<file path="src/rtl/dpfc_pkg.sv">
// Types and constants shared by the pulse frequency counter modules.
package dpfc_pkg;

    localparam int DPFC_WINDOW_DEF = 11;
    localparam int SAMPLE_W        = 12;
    localparam int COUNT_W         = 16;
    localparam int CFG_IDX_W       = 2;
    localparam int CFG_DATA_W      = 16;

    localparam logic [SAMPLE_W-1:0] THRESHOLD_RST = 12'd683;
    localparam logic [COUNT_W-1:0]  PERIOD_RST    = 16'd15625;
    localparam logic [COUNT_W-1:0]  COUNT_MAX     = 16'hFFFF;

    typedef enum logic [CFG_IDX_W-1:0] {
        CFG_LOW_THRESHOLD = 2'd0,
        CFG_GATE_PERIOD   = 2'd1,
        CFG_DRAW_PERIOD   = 2'd2
    } cfg_idx_t;

    typedef struct packed {
        logic               filtered_low;
        logic               window_ready;
        logic [COUNT_W-1:0] pulses_last_gate;
        logic               gate_done;
        logic               refresh_tick;
    } result_t;

endpackage

</file>
<file path="src/rtl/dpfc_cell.sv">
// One window cell: holds one classification bit and its fill mark.
module dpfc_cell
    import dpfc_pkg::*;
(
    input  logic clk,
    input  logic rst_n,
    input  logic shift_en,
    input  logic bit_in,
    input  logic fill_in,
    output logic bit_out,
    output logic fill_out
);

    logic bit_reg;
    logic fill_reg;

    always_ff @(posedge clk or negedge rst_n)
    begin
        if (!rst_n)
        begin
            bit_reg  <= 1'b0;
            fill_reg <= 1'b0;
        end
        else if (shift_en)
        begin
            bit_reg  <= bit_in;
            fill_reg <= fill_in;
        end
    end

    assign bit_out  = bit_reg;
    assign fill_out = fill_reg;

endmodule

</file>
<file path="src/rtl/dpfc_tick_cnt.sv">
// Wrapping tick counter that flags the tick on which it meets its period.
module dpfc_tick_cnt
    import dpfc_pkg::*;
(
    input  logic               clk,
    input  logic               rst_n,
    input  logic               step,
    input  logic [COUNT_W-1:0] period,
    output logic               hit
);

    logic [COUNT_W-1:0] ticks_reg;
    logic [COUNT_W-1:0] ticks_next;

    always_comb
    begin
        hit = (ticks_reg == period);
        if (hit)
        begin
            ticks_next = '0;
        end
        else
        begin
            ticks_next = ticks_reg + 1'b1;
        end
    end

    always_ff @(posedge clk or negedge rst_n)
    begin
        if (!rst_n)
        begin
            ticks_reg <= '0;
        end
        else if (step)
        begin
            ticks_reg <= ticks_next;
        end
    end

endmodule

</file>
<file path="src/rtl/dpfc_out_buf.sv">
// Two-entry output buffer that decouples result delivery from sample intake.
module dpfc_out_buf
    import dpfc_pkg::*;
(
    input  logic    clk,
    input  logic    rst_n,
    input  logic    push,
    input  result_t push_word,
    output logic    full,
    output logic    out_valid,
    input  logic    out_stall,
    output result_t out_word
);

    logic    main_valid_reg;
    logic    skid_valid_reg;
    result_t main_word_reg;
    result_t skid_word_reg;
    logic    take;

    assign take = main_valid_reg && !out_stall;

    always_ff @(posedge clk or negedge rst_n)
    begin
        if (!rst_n)
        begin
            main_valid_reg <= 1'b0;
            skid_valid_reg <= 1'b0;
        end
        else if (take)
        begin
            if (skid_valid_reg)
            begin
                skid_valid_reg <= 1'b0;
            end
            else
            begin
                main_valid_reg <= push;
            end
        end
        else if (push)
        begin
            if (main_valid_reg)
            begin
                skid_valid_reg <= 1'b1;
            end
            else
            begin
                main_valid_reg <= 1'b1;
            end
        end
    end

    always_ff @(posedge clk)
    begin
        if (take)
        begin
            if (skid_valid_reg)
            begin
                main_word_reg <= skid_word_reg;
            end
            else if (push)
            begin
                main_word_reg <= push_word;
            end
        end
        else if (push)
        begin
            if (main_valid_reg)
            begin
                skid_word_reg <= push_word;
            end
            else
            begin
                main_word_reg <= push_word;
            end
        end
    end

    assign full      = skid_valid_reg;
    assign out_valid = main_valid_reg;
    assign out_word  = main_word_reg;

endmodule

</file>
<file path="src/rtl/deglitched_pulse_frequency_counter.sv">
// Top level of the deglitched pulse frequency counter.
// The block takes one sample per clock cycle while in_stall is low and returns one result
// word for each sample, registered once the sample is accepted. A two-entry output buffer
// lets intake continue while a result waits; in_stall rises only when both entries hold
// words. The window is a chain of WINDOW cells shifted once per sample, and the count of
// low bits in it is kept as a running sum, so the per-sample path is one small add and
// compare. Configuration writes are always ready and take effect on the next sample.
module deglitched_pulse_frequency_counter
    import dpfc_pkg::*;
#(
    parameter int WINDOW = DPFC_WINDOW_DEF
)
(
    input  logic                  clk,
    input  logic                  rst_n,
    input  logic                  in_valid,
    output logic                  in_stall,
    input  logic [SAMPLE_W-1:0]   sample,
    output logic                  out_valid,
    input  logic                  out_stall,
    output logic                  filtered_low,
    output logic                  window_ready,
    output logic [COUNT_W-1:0]    pulses_last_gate,
    output logic                  gate_done,
    output logic                  refresh_tick,
    input  logic                  cfg_valid,
    output logic                  cfg_ready,
    input  logic [CFG_IDX_W-1:0]  cfg_index,
    input  logic [CFG_DATA_W-1:0] cfg_data
);

    localparam int LOWS_W = $clog2(WINDOW + 1);

    logic [SAMPLE_W-1:0] low_threshold_reg;
    logic [COUNT_W-1:0]  gate_period_reg;
    logic [COUNT_W-1:0]  draw_period_reg;

    logic               accept;
    logic               buf_full;
    logic               refresh_hit;
    logic               gate_hit;
    logic               new_bit;
    logic [WINDOW:0]    bit_chain;
    logic [WINDOW:0]    fill_chain;
    logic               ready_next;
    logic               filt;
    logic [LOWS_W-1:0]  lows_reg;
    logic [LOWS_W-1:0]  lows_next;
    logic [COUNT_W-1:0] pulse_count_reg;
    logic [COUNT_W-1:0] pulse_count_next;
    logic [COUNT_W-1:0] pulse_base;
    logic [COUNT_W-1:0] latched_count_reg;
    logic [COUNT_W-1:0] latched_count_next;
    logic               low_state_reg;
    logic               low_state_next;
    result_t            result_word;
    result_t            out_word;

    assign cfg_ready = 1'b1;
    assign in_stall  = buf_full;
    assign accept    = in_valid && !buf_full;

    always_ff @(posedge clk or negedge rst_n)
    begin
        if (!rst_n)
        begin
            low_threshold_reg <= THRESHOLD_RST;
            gate_period_reg   <= PERIOD_RST;
            draw_period_reg   <= PERIOD_RST;
        end
        else if (cfg_valid)
        begin
            case (cfg_idx_t'(cfg_index))
                CFG_LOW_THRESHOLD: low_threshold_reg <= cfg_data[SAMPLE_W-1:0];
                CFG_GATE_PERIOD:   gate_period_reg   <= cfg_data[COUNT_W-1:0];
                CFG_DRAW_PERIOD:   draw_period_reg   <= cfg_data[COUNT_W-1:0];
                default:           ;
            endcase
        end
    end

    dpfc_tick_cnt u_draw_cnt (
        .clk    (clk),
        .rst_n  (rst_n),
        .step   (accept),
        .period (draw_period_reg),
        .hit    (refresh_hit)
    );

    dpfc_tick_cnt u_gate_cnt (
        .clk    (clk),
        .rst_n  (rst_n),
        .step   (accept),
        .period (gate_period_reg),
        .hit    (gate_hit)
    );

    assign new_bit       = (sample < low_threshold_reg);
    assign bit_chain[0]  = new_bit;
    assign fill_chain[0] = 1'b1;

    for (genvar i = 0; i < WINDOW; i++)
    begin : g_cell
        dpfc_cell u_cell (
            .clk      (clk),
            .rst_n    (rst_n),
            .shift_en (accept),
            .bit_in   (bit_chain[i]),
            .fill_in  (fill_chain[i]),
            .bit_out  (bit_chain[i+1]),
            .fill_out (fill_chain[i+1])
        );
    end

    assign ready_next = fill_chain[WINDOW-1];

    always_comb
    begin
        lows_next = lows_reg + LOWS_W'(bit_chain[0]) - LOWS_W'(bit_chain[WINDOW]);
        filt      = ready_next && ({lows_next, 1'b0} >= (LOWS_W + 1)'(WINDOW));

        if (gate_hit)
        begin
            pulse_base         = '0;
            latched_count_next = pulse_count_reg;
        end
        else
        begin
            pulse_base         = pulse_count_reg;
            latched_count_next = latched_count_reg;
        end

        pulse_count_next = pulse_base;
        low_state_next   = low_state_reg;
        if (ready_next)
        begin
            if (filt && !low_state_reg && (pulse_base != COUNT_MAX))
            begin
                pulse_count_next = pulse_base + 1'b1;
            end
            low_state_next = filt;
        end

        result_word.filtered_low     = filt;
        result_word.window_ready     = ready_next;
        result_word.pulses_last_gate = latched_count_next;
        result_word.gate_done        = gate_hit;
        result_word.refresh_tick     = refresh_hit;
    end

    always_ff @(posedge clk or negedge rst_n)
    begin
        if (!rst_n)
        begin
            lows_reg          <= '0;
            pulse_count_reg   <= '0;
            latched_count_reg <= '0;
            low_state_reg     <= 1'b0;
        end
        else if (accept)
        begin
            lows_reg          <= lows_next;
            pulse_count_reg   <= pulse_count_next;
            latched_count_reg <= latched_count_next;
            low_state_reg     <= low_state_next;
        end
    end

    dpfc_out_buf u_out_buf (
        .clk       (clk),
        .rst_n     (rst_n),
        .push      (accept),
        .push_word (result_word),
        .full      (buf_full),
        .out_valid (out_valid),
        .out_stall (out_stall),
        .out_word  (out_word)
    );

    assign filtered_low     = out_word.filtered_low;
    assign window_ready     = out_word.window_ready;
    assign pulses_last_gate = out_word.pulses_last_gate;
    assign gate_done        = out_word.gate_done;
    assign refresh_tick     = out_word.refresh_tick;

endmodule

</file>
<file path="config.mk">
export PLATFORM = sky130hd
export DESIGN_NAME = deglitched_pulse_frequency_counter
export DESIGN_NICKNAME = d
export VERILOG_FILES = /design/src/rtl/dpfc_pkg.sv /design/src/rtl/dpfc_cell.sv /design/src/rtl/dpfc_tick_cnt.sv /design/src/rtl/dpfc_out_buf.sv /design/src/rtl/deglitched_pulse_frequency_counter.sv
export SDC_FILE = /design/constraint.sdc
export NUM_CORES = 1
export LEC_CHECK = 0
export BUFFER_PORTS_ARGS = -buffer_cell sky130_fd_sc_hd__buf_2
export CAP_MARGIN = 40
export CORE_AREA = 5 5 147 107
export CTS_CLUSTER_DIAMETER = 80
export DETAILED_ROUTE_END_ITERATION = 8
export DIE_AREA = 0 0 152 112
export GPL_ROUTABILITY_DRIVEN = 0
export PLACE_DENSITY = 0.78
export SLEW_MARGIN = 20
export SYNTH_ARGS = -nofsm -noshare
export SYNTH_HDL_FRONTEND = slang
export SYNTH_SLANG_ARGS = --single-unit
</file>
<file path="constraint.sdc">
create_clock -name clk -period 11.6 [get_ports clk]
set_input_delay 0.58 -clock clk [delete_from_list [all_inputs] [get_ports clk]]
set_output_delay 0.58 -clock clk [all_outputs]
set_load 0.02 [all_outputs]
</file>
==> results of run 1 <==
## how the worst max path moves through the flow
stage,cells after the start,end
6_report,17,pulse_count_reg[7]$_DFFE_PN0P_
5_1_grt,17,pulse_count_reg[15]$_DFFE_PN0P_
4_1_cts,17,pulse_count_reg[13]$_DFFE_PN0P_
3_5_place_dp,17,pulse_count_reg[13]$_DFFE_PN0P_
3_3_place_gp,17,pulse_count_reg[13]$_DFFE_PN0P_
2_1_floorplan,17,pulse_count_reg[11]$_DFFE_PN0P_
## routing by layer
metal  GRT usage  wire length, um
met4      0.0671              214
met3      0.0470              753
met2       0.326             8090
met1       0.298             8080
met5           0                0
## worst max-delay path, cell delays in order, from the launching register on
cell                        delay, ns
sky130_fd_sc_hd__dfstp_2         0.52
sky130_fd_sc_hd__inv_1           0.04
sky130_fd_sc_hd__ha_1            0.26
sky130_fd_sc_hd__a21o_1          0.15
sky130_fd_sc_hd__a21o_1          0.19
sky130_fd_sc_hd__a2111oi_0       0.48
sky130_fd_sc_hd__o41ai_1         0.15
sky130_fd_sc_hd__a21o_1          0.21
sky130_fd_sc_hd__ha_1            0.28
sky130_fd_sc_hd__inv_1           0.05
sky130_fd_sc_hd__ha_1            0.17
sky130_fd_sc_hd__inv_1           0.06
sky130_fd_sc_hd__fa_1            0.37
sky130_fd_sc_hd__xor2_1          0.19
sky130_fd_sc_hd__o22ai_1         0.55
sky130_fd_sc_hd__o211ai_2        0.51
sky130_fd_sc_hd__or4_1           0.61
sky130_fd_sc_hd__o211ai_1        0.10
## cell usage after synthesis (18+ instances only)
cell,number
sky130_fd_sc_hd__clkbuf_1,19
sky130_fd_sc_hd__dfrtp_1,116
sky130_fd_sc_hd__dfstp_2,20
sky130_fd_sc_hd__edfxtp_1,40
sky130_fd_sc_hd__ha_1,18
sky130_fd_sc_hd__inv_1,27
sky130_fd_sc_hd__mux2_2,87
sky130_fd_sc_hd__nand2_1,113
sky130_fd_sc_hd__nand3_1,26
sky130_fd_sc_hd__nor2_1,41
sky130_fd_sc_hd__o21ai_0,36
sky130_fd_sc_hd__xnor2_1,41
## power breakdown
part	internal, uW	leakage, uW	total (uW)	switching [uW]
registers	785	0.00204	879	94.2
clock network	338	0.000280	578	241
logic	196	0.00185	482	286
total	1320	0.00417	1940	621
## per-stage QoR
stage	std cells	cell area, um^2	utilization
2_1_floorplan	733	8310	-
6_report	997	9450	0.663
3_5_place_dp	962	8810	0.618
3_3_place_gp	958	8760	0.614
5_1_grt	997	9450	0.663
4_1_cts	994	9410	0.660
## logic make-up (layout without fill, tap and decap cells)
family	after synthesis	count (layout)	share of synthesized area
xor gates and xnor gates	58	58	0.0611
buffers and inverters	59	128	0.0292
and+or+nand+nor	254	254	0.145
DFF	176	176	0.557
AOI/OAI and AO/OA	78	78	0.0591
adders and majority gates	19	19	0.0295
muxes	88	88	0.119
other	1	1	0.000451
## cell type report
class / count / area, um^2 / area share
Sequential cell: 176 / 4630 / 0.490
Timing Repair Buffer: 69 / 430 / 0.0455
Clock buffer: 18 / 429 / 0.0454
Multi-Input combinational cell: 498 / 3450 / 0.365
Inverter: 27 / 101 / 0.0107
Clock inverter: 14 / 165 / 0.0175
Tap cell: 195 / 244 / 0.0258
==> results.txt, run 1 <==
- Status: finished, final reports clean
- Yosys attributes the largest share of cell area to sky130_fd_sc_hd__dfrtp_1, sky130_fd_sc_hd__edfxtp_1, sky130_fd_sc_hd__mux2_2.
- Setup violations remaining at the end of the flow were counted as 0.
- For the pin with the worst max-slew slack, the measured transition is 0.776 ns.
- The floorplan has 37 rows.
* Slack of the worst reg-to-reg path: 6.60 ns
* Crit. End Element: register
- For this run, the register share of the synthesized area comes to 0.557.
* Die X-Extent: 152 um
- Once the clock tree was built, the resizer swapped 0 gates to a different size.
- For this block, the initial DRC count from the detailed router was 422.
- In the routed layout, each cell is associated on average with a via count of 5.71.
- DRC: 0
* Starting utilization of the core area: 0.583
- Setup repair after global routing missed its margin: false
* Ratio of total power to cell area: 205 nW/um^2
- Of the available clock period, the critical path in the final layout requires 0.431.
* Die ar.: 17000 um^2
- The longest clock path from root to sink contains 2 buffers.
- In this run, synthesis inferred 40 flip-flops with an integrated enable.
* Shortest period the worst path allows: 5.00 ns
- At the later pin of the worst-skew pair, clock insertion delay measures 0.43 ns.
- Most area-hungry cell type in the Yosys netlist: sky130_fd_sc_hd__dfrtp_1
- Worst setup timing slack at the placement stage: 6.51 ns
- After synthesis the netlist holds a flip-flop and latch count of 176.
* Total vias in the final route: 5690
* Total clock buffers created by CTS: 17
- Fraction of synthesis flops using an asynchronous set or reset pin: 0.773
- Hold timing on the final database bottoms out at a slack of 0.209 ns.
- Leakage dissipation: 0.00417 uW
- After clock tree synthesis, the setup repair step added 0 buffers.
* Number of detailed-route iterations in the first pass: 5
- The clock tree synthesis step divided the H-tree into 4 levels.
- Crit start category: register
- Wires add up to 17.1 mm.
- Top flip-flop cell by instance count after synthesis: sky130_fd_sc_hd__dfrtp_1
* Syn_nets: 787
- Across all setup checks in the final design, the least slack found is 6.60 ns.
* Pin count of the biggest net entering global routing: 61
* Count of cell types in the netlist: 52
- The number of antenna violations at the first check in global routing came to 0.
- CTS saw 176 sinks.
- In this run the worst setup path begins at low_threshold_reg[1]$_DFFE_PN1P_.
* DRT antenna net count: 0
- Commonest cells after routing, fill and taps aside: sky130_fd_sc_hd__dfrtp_1, sky130_fd_sc_hd__nand2_1, sky130_fd_sc_hd__mux2_2, sky130_fd_sc_hd__buf_2
* GRT Resource Usage Total: 0.210
- Die Span Y: 112 um
- Data arrives at the worst endpoint at 5.34 ns.
- After clock tree synthesis, the clock-pin slew on the worst setup and hold paths is 0.07 ns.
* ANT cells: 0
* Peak clock frequency supported by timing: 0.200 GHz
- Share of final-layout standard cells stronger than drive strength 1: 0.264
- Max Cap Violations: 0
- The count of pins over their slew limit came to 0.
* Input/output buffers: 56
- Layout overhead on the synthesized area: 13.7%
- Placed wire-length estimate: 11.6 mm
- After synthesis the cells add up to 8310 um^2.
- The library cell used most frequently in the layout, excluding fill and tap cells, is sky130_fd_sc_hd__dfrtp_1.
- For the worst flop-to-flop path, the logic depth is 17.
* Number of top-level design ports: 58
- STA puts the critical path data required time at 11.94 ns.
- The worst setup path is of the reg -> reg kind.
- The first global-routing pass estimated 29.2 mm of wire.
* Worst clock skew: 0.00852 ns
- Post-synthesis average cell area: 11.3 um^2
- Reg-to-Reg Start: low_threshold_reg[1]$_DFFE_PN1P_
- During synthesis, Yosys emitted a total of 0 warnings.
* CTS tree: done
- Remaining global-route overflow: 0
* Setup_tns: 0 ns
- Buffers inserted to repair hold after CTS numbered 0.
- Measured against its own limit, the worst slew margin works out to 0.481.
- Clock tree synthesis selected as its root buffer the cell sky130_fd_sc_hd__clkbuf_16.
- Drt wl/cell: 17.2 um
- The endpoint identified for the worst register-to-register timing path is pulse_count_reg[7]$_DFFE_PN0P_.
- Of the post-synthesis cell area, the dominant cell type holds 0.349.
- Of all nets on the critical path, the largest fanout is 21.
- Total Nets Final: 843
- The via count of the first global-routing pass is 5777.
* Hold violation count in the final report: 0
- Final Total Pwr: 1940 uW
* Cells after Synth: 733
- Across the VDD grid, the largest voltage drop is 132 uV.
- The core region is 14300 um^2.
- The filler cells instantiated in the layout total 1067.
* Type of the worst min-delay path: in -> async
No activity file was read; power rests on OpenSTA's default activity.
==> run 2: changes to the inputs <==
==> constraint.sdc (replaced) <==
create_clock -name clk -period 4.94 [get_ports clk]
set_input_delay 0.247 -clock clk [delete_from_list [all_inputs] [get_ports clk]]
set_output_delay 0.247 -clock clk [all_outputs]
set_load 0.02 [all_outputs]
==> results.txt, run 2 (synthesized netlist as in run 1, its figures left out) <==
- Status: finished, final reports clean
- The core box area is 14300 um^2 (unchanged).
- The maximum number of buffers from clock root to sink came to 2 (unchanged).
- Hold violation count in the final report: 0 (unchanged)
- The pin slew with the least headroom to its limit is 0.851 ns (+0.0746 ns).
- The first-pass detailed-route iteration total was 6 (+1).
- The accumulated negative setup slack was 0 ns (unchanged).
- In this design, the largest share of critical-path delay is due to compound AO/OA/AOI/OAI gates.
* Die Span Y: 112 um (unchanged)
- The clock net sink count was 176 (unchanged).
- Crit path max-delay cell type: sky130_fd_sc_hd__dfstp_2
* Pin count of the biggest net entering global routing: 57 (-6.6%)
* First-pass GRT wire length: 29.5 mm (+0.76%)
* Layout overhead on the synthesized area: 14.6%
- Worst clock skew: 0.0107 ns (+0.00221 ns)
* Crit. End Element: register
- Number of gates on the worst path with buffers counted: 18 (+1)
- Shortest period the worst path allows: 4.48 ns (-0.518 ns)
- Vias per std cell: 5.72 (+0.20%)
* Portion of the clock cycle consumed by the worst path in the final layout: 0.907 (+0.476)
* Series of cell instances along the critical path: inv_1, ha_1, a21o_1, a21o_1, a2111oi_0, o41ai_1, a21o_1, ha_1, inv_1, ha_1, inv_1, fa_1, xor2_1, o22ai_1, o211ai_2, buf_4, or4b_1, o311ai_1
* Ratio of total power to cell area: 483 nW/um^2 (+140%)
- Setup repair after global routing left no endpoint under its margin.
* Clock latency on the worst-skew pair: 0.43 ns (about the same)
- Slack of the worst reg-to-reg path: 0.46 ns (-6.14 ns)
- The number of DRC violations after detailed routing is 0 (unchanged).
- Placement Rows: 37 (unchanged)
- The number of hold buffers added after cts is 1 (+1).
* Maximum fanout along the worst path: 8 (-62%)
- The worst max-slew margin expressed relative to the limit is 0.428 (-0.0530).
- The highest attainable clock frequency was 0.223 GHz (+12%).
- The startpoint identified for the worst register-to-register timing path is low_threshold_reg[1]$_DFFE_PN1P_.
- Number of global-route vias before repair: 5750 (-0.47%)
- The buffer and inverter count on the worst path came to 4 (+1).
- The global-route usage over all layers came to 0.213 (+0.00248).
* Number of buffers inserted by post-CTS setup repair: 0 (unchanged)
* Last element of the critical path: pulse_count_reg[13]$_DFFE_PN0P_
- Number of resized instances in the post-cts repair step: 0 (unchanged)
- The number of max-capacitance violations reported came to 0 (unchanged).
- H-tree levels: 4 (unchanged)
- Final Routed Wirelength: 17.4 mm (+1.3%)
- R2R cell count: 18 (+1)
- The critical path is of the reg -> reg type.
- Placed wire-length estimate: 11.8 mm (+1.9%)
* ANT cells: 0 (unchanged)
* CTS tree: done
- Number of top-level design ports: 58 (unchanged)
- The die boundary width is 152 um (unchanged).
* Required time of the critical path: 5.26 ns (-6.68 ns)
- Total vias in the final route: 5730 (+0.70%)
- Clk slew on worst S/H paths: 0.07 ns (about the same)
- Post-Route Hold Slack: 0.0636 ns (-0.145 ns)
* Drt wl/cell: 17.3 um (+0.80%)
- The path class of the tightest hold or removal check is in -> reg.
* Initial drt markers: 543 (+29%)
- The final layout net count was 848 (+0.59%).
- The worst-case vdd ir drop came to 268 uV (+100%).
- The total setup violations reported at the end of the flow came to 0 (unchanged).
- Clock tree synthesis selected as its root buffer the cell sky130_fd_sc_hd__clkbuf_16.
- Number of slew-limit violations in the final report: 0 (unchanged)
* Crit start category: register
- The aggregate global routing overflow came to 0 (unchanged).
- Reg2Reg Capture Point: pulse_count_reg[13]$_DFFE_PN0P_
- The proportion of layout cells with a drive suffix above 1 came to 0.270 (+0.00580).
- Leaving out fill and tap cells, the most frequent cells in the layout are sky130_fd_sc_hd__dfrtp_1, sky130_fd_sc_hd__nand2_1, sky130_fd_sc_hd__mux2_2, sky130_fd_sc_hd__buf_2.
- Delay contributed by the slowest stage of the critical path: 0.52 ns (-0.09 ns)
- Die ar.: 17000 um^2 (unchanged)
- The number of fill cells came to 1078 (+1.0%).
* Starting utilization of the core area: 0.583 (unchanged)
* Leakage dissipation: 0.00423 uW (+1.2%)
- The number of antenna-violating nets in the routed design was 0 (unchanged).
* Timing startpoint of the critical path: low_threshold_reg[1]$_DFFE_PN1P_
* Initial antenna violation count: 0 (unchanged)
- Crit path DAT: 4.80 ns (-0.54 ns)
- The number of buffers inserted during clock tree synthesis was 17 (unchanged).
- The count of buffers from port buffering is 56 (unchanged).
- Most frequent standard cell in the layout excluding fill and tap cells: sky130_fd_sc_hd__dfrtp_1
-- run 2: changes by cell type in the layout (fill, tap and decap cells not counted), moves of 2 or more --
cell                         previous run  this run
sky130_fd_sc_hd__buf_6                  0         4
sky130_fd_sc_hd__clkbuf_8               0         4
sky130_fd_sc_hd__clkinvlp_4             4         0
sky130_fd_sc_hd__buf_4                  8        11
sky130_fd_sc_hd__buf_8                  5         2
sky130_fd_sc_hd__clkinv_2               3         5
-- run 2: metrics by stage --
| stage | util | total power, uW | area [um^2] | setup WS (ns) | instances |
|---|---|---|---|---|---|
| final | 0.668 | 4600 | 9520 | 0.460 | 1002 |
| after global placement | 0.615 | 3130 | 8770 | 0.729 | 960 |
| after global routing | 0.668 | 4860 | 9520 | 0.166 | 1002 |
| after floorplan | - | 2840 | 8310 | 0.819 | 733 |
| after CTS | 0.665 | 4620 | 9480 | 0.477 | 998 |
| after detailed placement | 0.621 | 3230 | 8860 | 0.628 | 965 |
-- run 2: worst min-delay path by stage --
stage,from,endpoint,cells after the start
2_1_floorplan,rst_n,draw_period_reg[14]$_DFFE_PN0P_,0
3_3_place_gp,g_cell[8].u_cell.fill_out$_DFFE_PN0P_,g_cell[9].u_cell.fill_out$_DFFE_PN0P_,2
3_5_place_dp,rst_n,low_threshold_reg[4]$_DFFE_PN0P_,1
4_1_cts,cfg_data[7],low_threshold_reg[7]$_DFFE_PN1P_,3
5_1_grt,cfg_data[7],low_threshold_reg[7]$_DFFE_PN1P_,3
6_report,cfg_data[3],low_threshold_reg[3]$_DFFE_PN1P_,3
-- run 2: per-layer routing --
metal  up-vias  track usage  wire [um]
met5         -            0          0
met2       161        0.331       8210
li1       2675            -          -
met4         0       0.0665        269
met1      2866        0.300       8100
met3        28       0.0486        775
-- run 2: power by group --
part	leakage [uW]	internal [uW]	switching [uW]
combinational	0.00187	479	668
clock	0.000308	827	554
sequential	0.00204	1850	226
-- run 2: final cells by class --
type	count	area (um^2)	area share
repair buffers	74	470	0.0494
clock inverters	9	103	0.0108
flip-flops and latches	176	4630	0.486
clock buffers	23	509	0.0535
well taps	195	244	0.0256
multi-input cells	498	3470	0.364
inverters	27	101	0.0106
-- run 2: tightest hold or removal path, stage by stage --
cell	delay (ns)
sky130_fd_sc_hd__buf_2	0.12
sky130_fd_sc_hd__nand2_1	0.05
sky130_fd_sc_hd__o21ai_0	0.07
==> run 3: changes to the inputs <==
==> constraint.sdc (replaced) <==
create_clock -name clk -period 5.3 [get_ports clk]
set_input_delay 0.265 -clock clk [delete_from_list [all_inputs] [get_ports clk]]
set_output_delay 0.265 -clock clk [all_outputs]
set_load 0.02 [all_outputs]
==> results.txt, run 3 (synthesized netlist as in run 1, its figures left out) <==
* Setup repair after global routing missed its margin: false
- In this run the worst setup path begins at low_threshold_reg[1]$_DFFE_PN1P_.
* Status: finished, final reports clean
- The highest attainable clock frequency is 0.207 GHz (-7.1%).
- Total vias in the final route: 5627 (-1.8%)
- TritonCTS built the clock tree.
* Crit. End Element: register
- Last element of the critical path: pulse_count_reg[13]$_DFFE_PN0P_
- The core box area came to 14300 um^2 (unchanged).
- The required time reported for the critical path endpoint came to 5.63 ns (+0.37 ns).
- The total chip power came to 4260 uW (-7.4%).
* Die ar.: 17000 um^2 (unchanged)
- The leakage power summed over all cells is 0.00421 uW (-0.34%).
- The die boundary width came to 152 um (unchanged).
* Initial drt markers: 456 (-16%)
* Number of global-route vias before repair: 5742 (-0.14%)
- Placed wire-length estimate: 11.7 mm (-1.1%)
- Input/output buffers: 56 (unchanged)
* R2R cell count: 17 (-1)
- Vias per std cell: 5.63 (-1.6%)
- The placement row count was 37 (unchanged).
- The worst-case vdd ir drop was 304 uV (+13%).
* ANT cells: 0 (unchanged)
- The worst-skew pair later-pin latency is 0.43 ns (about the same).
- The aggregate global routing overflow was 0 (unchanged).
- Num Clock Sinks: 176 (unchanged)
- Drt wl/cell: 16.9 um (-2.2%)
- Shortest period the worst path allows: 4.82 ns (+0.341 ns)
- The top-level I/O count came to 58 (unchanged).
* Pin count of the biggest net entering global routing: 53 (-7.0%)
- Maximum fanout along the worst path: 21 (+13)
- The final layout net count was 846 (-0.24%).
- Crit path DAT: 5.15 ns (+0.35 ns)
* Number of resized instances in the post-cts repair step: 0 (unchanged)
* Starting utilization of the core area: 0.583 (unchanged)
- The number of DRC violations after detailed routing was 0 (unchanged).
* Commonest cells after routing, fill and taps aside: sky130_fd_sc_hd__dfrtp_1, sky130_fd_sc_hd__nand2_1, sky130_fd_sc_hd__mux2_2, sky130_fd_sc_hd__buf_2
- The floorplan die height was 112 um (unchanged).
* First-pass GRT wire length: 28.9 mm (-2.0%)
- Worst clock skew: 0.00809 ns (-0.00263 ns)
* Worst slew margin relative to its limit: 0.417 (-0.0110)
* Number of detailed-route iterations in the first pass: 6 (unchanged)
* Crit start category: register
- Transition time at the pin with the least slew margin: 0.868 ns (+0.0171 ns)
- The power density over the cells is 448 nW/um^2 (-7.3%).
* Deepest clock path buffer count: 2 (unchanged)
- The library cell used most frequently in the layout, excluding fill and tap cells, is sky130_fd_sc_hd__dfrtp_1.
- Initial antenna violation count: 0 (unchanged)
- The proportion of layout cells with a drive suffix above 1 came to 0.266 (-0.00430).
* Setup_tns: 0 ns (unchanged)
* H-tree levels: 4 (unchanged)
- Path type of the worst setup path: reg -> reg
* Reg2Reg Capture Point: pulse_count_reg[13]$_DFFE_PN0P_
* Worst hold path stage count: 3 (unchanged)
* Number of slew-limit violations in the final report: 0 (unchanged)
- The path class of the tightest hold or removal check is in -> reg.
* CTS root buffer: sky130_fd_sc_hd__clkbuf_16
* Total setup violations reported at the end of the flow: 0 (unchanged)
* Clk slew on worst S/H paths: 0.07 ns (about the same)
- Final Routed Wirelength: 16.9 mm (-2.4%)
- The final number of hold-violating endpoints is 0 (unchanged).
- Portion of the clock cycle consumed by the worst path in the final layout: 0.910 (+0.00272)
* GRT Resource Usage Total: 0.209 (-0.00400)
* DRT antenna net count: 0 (unchanged)
* Layout overhead on the synthesized area: 14.4%
* Max Cap Violations: 0 (unchanged)
- Total clock buffers created by CTS: 17 (unchanged)
* Reg-to-Reg Start: low_threshold_reg[1]$_DFFE_PN1P_
* Slack of the worst reg-to-reg path: 0.48 ns (+0.02 ns)
run 3: cell types whose count changed in the layout (fill, tap and decap cells not counted), moves of 2 or more:
cell,previous run,this run
sky130_fd_sc_hd__clkbuf_8,4,2
sky130_fd_sc_hd__clkinvlp_4,0,2
sky130_fd_sc_hd__buf_4,11,7
sky130_fd_sc_hd__clkinv_2,5,3
run 3: what timing repair did:
action / CTS / global route
setup buffers: 0 / 0
hold endpoints to repair: 33 / 0
hold buffers: 1 / 0
run 3: power by group:
part / switching, uW / internal [uW] / total [uW]
clock: 511 / 780 / 1290
combinational: 613 / 433 / 1050
sequential: 202 / 1720 / 1920
run 3: area by class of cell:
type | instances | area, um^2
flip-flops and latches | 176 | 4630
multi-input cells | 498 | 3450
well taps | 195 | 244
clock inverters | 8 | 98.8
clock buffers | 24 | 518
fillers | 1033 | 4750
inverters | 27 | 101
repair buffers | 72 | 467
run 3: how the worst min path moves through the flow:
stage	startpoint	end	slack (ns)
2_1_floorplan	rst_n	draw_period_reg[14]$_DFFE_PN0P_	-0.03
3_3_place_gp	g_cell[0].u_cell.fill_out$_DFFE_PN0P_	g_cell[1].u_cell.fill_out$_DFFE_PN0P_	0.45
6_report	cfg_data[6]	low_threshold_reg[6]$_DFFE_PN0P_	0.08
5_1_grt	cfg_data[6]	low_threshold_reg[6]$_DFFE_PN0P_	0.08
4_1_cts	cfg_data[6]	low_threshold_reg[6]$_DFFE_PN0P_	0.06
3_5_place_dp	rst_n	low_threshold_reg[2]$_DFFE_PN0P_	0.27
run 3: critical path, cell delays in order (launching register included):
cell                        delay, ns
sky130_fd_sc_hd__dfstp_2         0.52
sky130_fd_sc_hd__inv_1           0.04
sky130_fd_sc_hd__ha_1            0.27
sky130_fd_sc_hd__a21o_1          0.16
sky130_fd_sc_hd__a21o_1          0.19
sky130_fd_sc_hd__a2111oi_0       0.42
sky130_fd_sc_hd__o41ai_1         0.16
sky130_fd_sc_hd__a21o_1          0.20
sky130_fd_sc_hd__ha_1            0.28
sky130_fd_sc_hd__inv_1           0.06
sky130_fd_sc_hd__ha_1            0.17
sky130_fd_sc_hd__inv_1           0.06
sky130_fd_sc_hd__fa_1            0.38
sky130_fd_sc_hd__xor2_1          0.18
sky130_fd_sc_hd__o22ai_1         0.48
sky130_fd_sc_hd__o211ai_2        0.47
sky130_fd_sc_hd__or4b_1          0.58
sky130_fd_sc_hd__o311ai_1        0.10
run 3: routing by layer:
| metal | GRT usage | vias to the layer above | wire (um) |
|---|---|---|---|
| met5 | 0 | - | 0 |
| met2 | 0.334 | 163 | 7980 |
| met1 | 0.292 | 2769 | 7840 |
| met4 | 0.0473 | 0 | 174 |
| met3 | 0.0517 | 21 | 948 |
| li1 | - | 2674 | - |
run 3: stage by stage:
step	hold WS, ns	worst slack, ns	utilization	cell area [um^2]	cells
after floorplan	-0.0306	1.18	-	8310	733
after global placement	0.447	0.714	0.614	8760	958
after detailed placement	0.269	0.502	0.621	8850	964
after CTS	0.0607	0.491	0.665	9480	997
after global routing	0.0771	0.0195	0.667	9510	1000
final	0.0813	0.479	0.667	9510	1000
